## src/sv/mi4_pkg.sv

```systemverilog
`timescale 1ns / 1ps
// ----------------------------------------------------------------------------
// mi4_pkg: shared types and constants for the 4x4 matrix inverse
// Item formats, controller states, datapath command and status groups.
// ----------------------------------------------------------------------------
package mi4_pkg;

    localparam int ELEM_W    = 32;
    localparam int FRAC_BITS = 16;
    // cofactors need about 99 bits, the determinant about 133
    localparam int ACC_W     = 136;
    // quotient bits: 32 result bits plus two for overflow detection
    localparam int Q_W       = 34;
    localparam int DIV_W     = ACC_W + 2 * FRAC_BITS + Q_W + 2;
    localparam int MCNT_W    = $clog2(ELEM_W);
    localparam int DCNT_W    = $clog2(Q_W);

    localparam logic [ELEM_W-1:0] SAT_MAX = {1'b0, {(ELEM_W-1){1'b1}}};
    localparam logic [ELEM_W-1:0] SAT_MIN = {1'b1, {(ELEM_W-1){1'b0}}};

    typedef struct packed {
        logic signed [ELEM_W-1:0] elem0;
        logic signed [ELEM_W-1:0] elem1;
        logic signed [ELEM_W-1:0] elem2;
        logic signed [ELEM_W-1:0] elem3;
    } mi4_in_t;

    typedef struct packed {
        logic [1:0]               row_number;
        logic signed [ELEM_W-1:0] out0;
        logic signed [ELEM_W-1:0] out1;
        logic signed [ELEM_W-1:0] out2;
        logic signed [ELEM_W-1:0] out3;
        logic                     singular;
        logic                     saturated;
        logic                     last_row;
    } mi4_out_t;

    typedef enum logic [4:0] {
        ST_IDLE,
        ST_CLR_C,
        ST_CLR_M,
        ST_M1_X,
        ST_M1_Y,
        ST_M1_MUL,
        ST_M1_ACC,
        ST_M2_X,
        ST_M2_Y,
        ST_M2_MUL,
        ST_M2_ACC,
        ST_T_X,
        ST_T_Y,
        ST_T_MUL,
        ST_T_ACC,
        ST_STORE,
        ST_DET_CLR,
        ST_D_X,
        ST_D_Y,
        ST_D_MUL,
        ST_D_ACC,
        ST_DIV_LOAD,
        ST_DIV_RUN,
        ST_DIV_END,
        ST_EMIT
    } mi4_state_t;

    typedef struct packed {
        logic       wr_row;
        logic [1:0] wr_idx;
        logic       ld_x_mat;
        logic       ld_x_m;
        logic       ld_x_cof;
        logic       ld_y;
        logic [3:0] mat_addr;
        logic [3:0] cof_addr;
        logic       mul_step;
        logic       clr_m;
        logic       clr_c;
        logic       clr_d;
        logic       acc_m;
        logic       acc_c;
        logic       acc_d;
        logic       acc_sub;
        logic       st_cof;
        logic       st_neg;
        logic       div_load;
        logic       div_step;
        logic       div_end;
        logic [1:0] out_col;
        logic       emit;
        logic [1:0] out_row;
    } mi4_cmd_t;

    typedef struct packed {
        logic mul_last;
        logic div_last;
        logic singular;
    } mi4_stat_t;

    // index of the k-th row or column that remains once index skip is removed
    function automatic logic [1:0] mi4_keep(input logic [1:0] k, input logic [1:0] skip);
        logic [1:0] res;
        res = (k < skip) ? k : 2'(k + 2'd1);
        return res;
    endfunction

endpackage

```

## src/sv/mi4_ctrl.sv

```systemverilog
`timescale 1ns / 1ps
// ----------------------------------------------------------------------------
// mi4_ctrl: sequencer of the 4x4 matrix inverse
// Counts incoming rows, then steps through the cofactors, the determinant
// and the sixteen divisions, issuing one datapath command per cycle.
// ----------------------------------------------------------------------------
module mi4_ctrl
    import mi4_pkg::*;
(
    input  logic      clk,
    input  logic      rst_n,
    input  logic      start,
    input  mi4_stat_t stat,
    output mi4_cmd_t  cmd,
    output logic      busy
);

    mi4_state_t state_reg, state_next;
    logic [3:0] cidx_reg, cidx_next;
    logic [1:0] t_reg, t_next;
    logic [1:0] j_reg, j_next;
    logic [1:0] i_reg, i_next;
    logic [1:0] rcnt_reg, rcnt_next;

    logic [1:0] r, c;
    logic [1:0] rs0, rs1, rs2;
    logic [1:0] cs0, cs1, cs2;
    logic [1:0] col_p, col_q, col_a;

    // rows and columns left in the minor of the current cofactor
    assign r     = cidx_reg[3:2];
    assign c     = cidx_reg[1:0];
    assign rs0   = mi4_keep(2'd0, r);
    assign rs1   = mi4_keep(2'd1, r);
    assign rs2   = mi4_keep(2'd2, r);
    assign cs0   = mi4_keep(2'd0, c);
    assign cs1   = mi4_keep(2'd1, c);
    assign cs2   = mi4_keep(2'd2, c);
    assign col_p = (t_reg == 2'd0) ? cs1 : cs0;
    assign col_q = (t_reg == 2'd2) ? cs1 : cs2;
    assign col_a = (t_reg == 2'd0) ? cs0 : ((t_reg == 2'd1) ? cs1 : cs2);

    // state and loop counters
    always_ff @(posedge clk or negedge rst_n)
    begin
        if (!rst_n)
        begin
            state_reg <= ST_IDLE;
            cidx_reg  <= '0;
            t_reg     <= '0;
            j_reg     <= '0;
            i_reg     <= '0;
            rcnt_reg  <= '0;
        end
        else
        begin
            state_reg <= state_next;
            cidx_reg  <= cidx_next;
            t_reg     <= t_next;
            j_reg     <= j_next;
            i_reg     <= i_next;
            rcnt_reg  <= rcnt_next;
        end
    end

    // next state and commands
    always_comb
    begin
        state_next = state_reg;
        cidx_next  = cidx_reg;
        t_next     = t_reg;
        j_next     = j_reg;
        i_next     = i_reg;
        rcnt_next  = rcnt_reg;
        cmd        = '0;
        case (state_reg)
            ST_IDLE:
            begin
                if (start)
                begin
                    cmd.wr_row = 1'b1;
                    cmd.wr_idx = rcnt_reg;
                    rcnt_next  = 2'(rcnt_reg + 2'd1);
                    if (rcnt_reg == 2'd3)
                    begin
                        cidx_next  = '0;
                        state_next = ST_CLR_C;
                    end
                end
            end
            ST_CLR_C:
            begin
                cmd.clr_c  = 1'b1;
                t_next     = '0;
                state_next = ST_CLR_M;
            end
            ST_CLR_M:
            begin
                cmd.clr_m  = 1'b1;
                state_next = ST_M1_X;
            end
            ST_M1_X:
            begin
                cmd.ld_x_mat = 1'b1;
                cmd.mat_addr = {rs1, col_p};
                state_next   = ST_M1_Y;
            end
            ST_M1_Y:
            begin
                cmd.ld_y     = 1'b1;
                cmd.mat_addr = {rs2, col_q};
                state_next   = ST_M1_MUL;
            end
            ST_M1_MUL:
            begin
                cmd.mul_step = 1'b1;
                if (stat.mul_last)
                begin
                    state_next = ST_M1_ACC;
                end
            end
            ST_M1_ACC:
            begin
                cmd.acc_m  = 1'b1;
                state_next = ST_M2_X;
            end
            ST_M2_X:
            begin
                cmd.ld_x_mat = 1'b1;
                cmd.mat_addr = {rs1, col_q};
                state_next   = ST_M2_Y;
            end
            ST_M2_Y:
            begin
                cmd.ld_y     = 1'b1;
                cmd.mat_addr = {rs2, col_p};
                state_next   = ST_M2_MUL;
            end
            ST_M2_MUL:
            begin
                cmd.mul_step = 1'b1;
                if (stat.mul_last)
                begin
                    state_next = ST_M2_ACC;
                end
            end
            ST_M2_ACC:
            begin
                cmd.acc_m   = 1'b1;
                cmd.acc_sub = 1'b1;
                state_next  = ST_T_X;
            end
            ST_T_X:
            begin
                cmd.ld_x_m = 1'b1;
                state_next = ST_T_Y;
            end
            ST_T_Y:
            begin
                cmd.ld_y     = 1'b1;
                cmd.mat_addr = {rs0, col_a};
                state_next   = ST_T_MUL;
            end
            ST_T_MUL:
            begin
                cmd.mul_step = 1'b1;
                if (stat.mul_last)
                begin
                    state_next = ST_T_ACC;
                end
            end
            ST_T_ACC:
            begin
                cmd.acc_c   = 1'b1;
                cmd.acc_sub = (t_reg == 2'd1);
                if (t_reg == 2'd2)
                begin
                    state_next = ST_STORE;
                end
                else
                begin
                    t_next     = 2'(t_reg + 2'd1);
                    state_next = ST_CLR_M;
                end
            end
            ST_STORE:
            begin
                cmd.st_cof   = 1'b1;
                cmd.cof_addr = cidx_reg;
                cmd.st_neg   = r[0] ^ c[0];
                cidx_next    = 4'(cidx_reg + 4'd1);
                state_next   = (cidx_reg == 4'd15) ? ST_DET_CLR : ST_CLR_C;
            end
            ST_DET_CLR:
            begin
                cmd.clr_d  = 1'b1;
                j_next     = '0;
                state_next = ST_D_X;
            end
            ST_D_X:
            begin
                cmd.ld_x_cof = 1'b1;
                cmd.cof_addr = {2'd0, j_reg};
                state_next   = ST_D_Y;
            end
            ST_D_Y:
            begin
                cmd.ld_y     = 1'b1;
                cmd.mat_addr = {2'd0, j_reg};
                state_next   = ST_D_MUL;
            end
            ST_D_MUL:
            begin
                cmd.mul_step = 1'b1;
                if (stat.mul_last)
                begin
                    state_next = ST_D_ACC;
                end
            end
            ST_D_ACC:
            begin
                cmd.acc_d = 1'b1;
                j_next    = 2'(j_reg + 2'd1);
                if (j_reg == 2'd3)
                begin
                    i_next     = '0;
                    state_next = ST_DIV_LOAD;
                end
                else
                begin
                    state_next = ST_D_X;
                end
            end
            ST_DIV_LOAD:
            begin
                cmd.div_load = 1'b1;
                cmd.cof_addr = {j_reg, i_reg};
                state_next   = stat.singular ? ST_DIV_END : ST_DIV_RUN;
            end
            ST_DIV_RUN:
            begin
                cmd.div_step = 1'b1;
                if (stat.div_last)
                begin
                    state_next = ST_DIV_END;
                end
            end
            ST_DIV_END:
            begin
                cmd.div_end = 1'b1;
                cmd.out_col = j_reg;
                j_next      = 2'(j_reg + 2'd1);
                state_next  = (j_reg == 2'd3) ? ST_EMIT : ST_DIV_LOAD;
            end
            ST_EMIT:
            begin
                cmd.emit    = 1'b1;
                cmd.out_row = i_reg;
                i_next      = 2'(i_reg + 2'd1);
                state_next  = (i_reg == 2'd3) ? ST_IDLE : ST_DIV_LOAD;
            end
            default:
            begin
                state_next = ST_IDLE;
            end
        endcase
    end

    assign busy = (state_reg != ST_IDLE);

endmodule

```

## config.mk

```make
export PLATFORM = sky130hd
export DESIGN_NAME = mi4_ctrl
export DESIGN_NICKNAME = d
export VERILOG_FILES = /design/src/sv/mi4_pkg.sv /design/src/sv/mi4_ctrl.sv
export SDC_FILE = /design/constraint.sdc
export NUM_CORES = 1
export LEC_CHECK = 0
export BUFFER_PORTS_ARGS = -buffer_cell sky130_fd_sc_hd__buf_2
export CORE_UTILIZATION = 24
export CTS_BUF_LIST = sky130_fd_sc_hd__clkbuf_4 sky130_fd_sc_hd__clkbuf_8
export CTS_CLUSTER_DIAMETER = 150
export CTS_CLUSTER_SIZE = 25
export DETAILED_ROUTE_END_ITERATION = 16
export GPL_TIMING_DRIVEN = 0
export REMOVE_ABC_BUFFERS = 1
export SETUP_SLACK_MARGIN = 0.02
export SLEW_MARGIN = 20
export SYNTH_ARGS = -nofsm -noshare
export SYNTH_HDL_FRONTEND = slang
export SYNTH_SLANG_ARGS = --single-unit
export TNS_END_PERCENT = 1
```

## constraint.sdc

```tcl
create_clock -name clk -period 3.8 [get_ports clk]
set_input_delay 0.57 -clock clk [delete_from_list [all_inputs] [get_ports clk]]
set_output_delay 0.57 -clock clk [all_outputs]
set_load 0.02 [all_outputs]
```

==> metrics.yaml <==
min_period_over_period: 0.8177
worst-path-stages: 6
crit_chain: "or3b_4 > a211oi_1 > a22oi_1 > a22oi_1 > a221o_1 > buf_2"
critPathKind: "reg2out"
clockRootBuffer: "clkbuf_8"
cp_max_fo: 24
yosys_register_bits: 17
layout_commonest_cell: "buf_2"
drt_iter0_markers: 143
core_area_mm2: 0.006061
fin_nets: 248
synth_xor_area_frac: 0.02258
fp.dieArea_mm2: 0.006790
syn_inst: 204
holdCritPathClass: "in2async"
synth_flop_cell: "dfrtp_1"
ctsLongestPathBuffers: 2
crit_path_start: "state_reg[3]"
max_freq_mhz: 321.8
synth_simple_gate_area_frac: 0.2879
io_pins: 40
h-tree-depth: 1
cts_sinks: 17
largest_reg_flops: 5
cp.required_ns: 3.23
utilization: 0.2998
slew-limit-headroom: 0.5428
grt_pass1_wl_um: 6837
die_h_um: 82.40
rsz0062_at_grt: "false"
grt_usage: 0.1330
synthArstFlopShare: 1.000
cts_buffers: 3
p_leak_nw: 0.8707
yosys_warnings: 0
gp_congestion: 0.7967
slowest_delay_ns: 0.77
postSynthAreaPerCell_um2: 7.605
path_buf_inv: 1
fin_ws_ns: 0.6927
portBuffers: 39
synth_edf_count: 0
timing.final.max_slew_violations: 0
drc_errors: 0
hpwl_um: 3208
vdd_drop_max_uv: 278.6
place_ws_ns: 1.024
r2r_slack_ns: 1.55
status: "finished clean"
grt_pass1_vias: 1411
end_kind: "output port"
grt_antenna_before_repair: 0
rr_worst_depth: 5
worst_pin_slew_ns: 0.6858
setup_tns_ns: 0
period_needed_ns: 3.107
vias: 1576
overflow: 0
slowest_stage: "dfrtp_1"
grt_max_degree: 25
clk_latency_ns: 0.25
cp_top_family: "compound AO/OA/AOI/OAI gates"
skew_ns: 0.005009
synth-compound-area-share: 0.2589
crit_end: "cmd[22]"
clkSlewWorstSetupHoldPaths_ns: 0.07
drt_pass1_iterations: 5
synth_cell_types: 50
die_width_um: 82.40
drive_gt1_frac: 0.2146
cts_setup_buffers: 0
r2r-start: "state_reg[3]"
final_hold_viol_count: 0
reg2reg_to: "state_reg[2]"
holdBufCountCts: 0
drv_cap: 0
ant_nets: 0
yosysSeqAreaShare: 0.2742
cts_resized: 0
arrival_ns: 2.54
cpMostUsedCell: "a22oi_1"
synth_top_family_by_area: "simple AND/OR/NAND/NOR gates"
rows: 28
wl_um: 4381
areaGrowthSynthToFinish_pct: 17.10
p_per_area_mw_per_mm2: 694.1
syn-cell-area_mm2: 0.001551
setup_viol: 0
synth_adder_area_share: 0.06452
fillers: 669
final_cell_mix: "buf_2, nor2_1, nand2_1, dfrtp_1, o21ai_0"
n_antenna_cell: 0
routedWlPerCell_um: 14.22
routed_via_density: 5.117
cts_tree: "built"
synth_mux_area_frac: 0.01371
cp-start-kind: "flip-flop"
start_util: 0.2560
==> worst min-delay path by stage <==
stage | startpoint | to | slack (ns) | depth (start not counted)
6_report | rst_n | j_reg[1] | 0.25 | 1
5_1_grt | rst_n | j_reg[1] | 0.26 | 1
4_1_cts | rst_n | j_reg[1] | 0.25 | 1
3_5_place_dp | rcnt_reg[0] | rcnt_reg[0] | 0.49 | 1
3_3_place_gp | rcnt_reg[0] | rcnt_reg[0] | 0.49 | 1
2_1_floorplan | rst_n | cidx_reg[0] | 0.27 | 0
==> cell type report <==
class / count / area [um2] / share of cell area
Multi-Input combinational cell: 160 / 1005 / 0.5530
Inverter: 13 / 48.80 / 0.02686
Sequential cell: 17 / 425.4 / 0.2342
Clock buffer: 4 / 48.80 / 0.02686
Tap cell: 75 / 93.84 / 0.05165
Timing Repair Buffer: 39 / 195.2 / 0.1074
==> cell usage after synthesis (all sizes together), types with 2 or more instances <==
master	instances	share of area
nor2	24	0.058
nand2	22	0.053
dfrtp	17	0.27
o21ai	16	0.052
inv	13	0.031
a21oi	10	0.032
nor3	9	0.029
buf	8	0.032
ha	8	0.065
clkbuf	6	0.015
nand3	6	0.019
a22oi	5	0.024
nor2b	5	0.020
a211oi	4	0.019
nand2b	4	0.016
or3b	4	0.024
a22o	3	0.017
and2	3	0.012
nand3b	3	0.015
or2	3	0.012
xnor2	3	0.017
and3	2	0.0081
o21bai	2	0.0097
o221ai	2	0.011
o31ai	2	0.0097
o32ai	2	0.023
==> power breakdown <==
part | switching (W) | internal (W)
clock | 0.0000631 | 0.0000816
combinational | 0.000414 | 0.000290
sequential | 0.000172 | 0.000241
==> routing by layer <==
metal	share of wire	vias up	wire length, um	GRT usage
li1	-	782	-	-
met1	0.49	744	2168	0.1921
met2	0.44	48	1927	0.2099
met3	0.063	2	276	0.02747
met4	0.0018	0	8	0.01053
met5	0	-	0	0
==> per-stage QoR <==
step           hold WS [ns]  total power, W  std cells  area [um2]
3_5_place_dp         0.4935        0.001117        304        1768
5_1_grt              0.2635        0.001373        308        1817
2_1_floorplan        0.2744       0.0008975        190        1479
6_report             0.2476        0.001261        308        1817
3_3_place_gp         0.4912        0.001110        304        1768
4_1_cts              0.2506        0.001265        308        1817
==> logic make-up after synthesis <==
family	after synthesis
compound gates	57
xor+xnor	4
fa+ha+maj	8
buf+inv	27
flops	17
mux	2
simple gates	89
No activity file was read; power rests on OpenSTA's default activity.
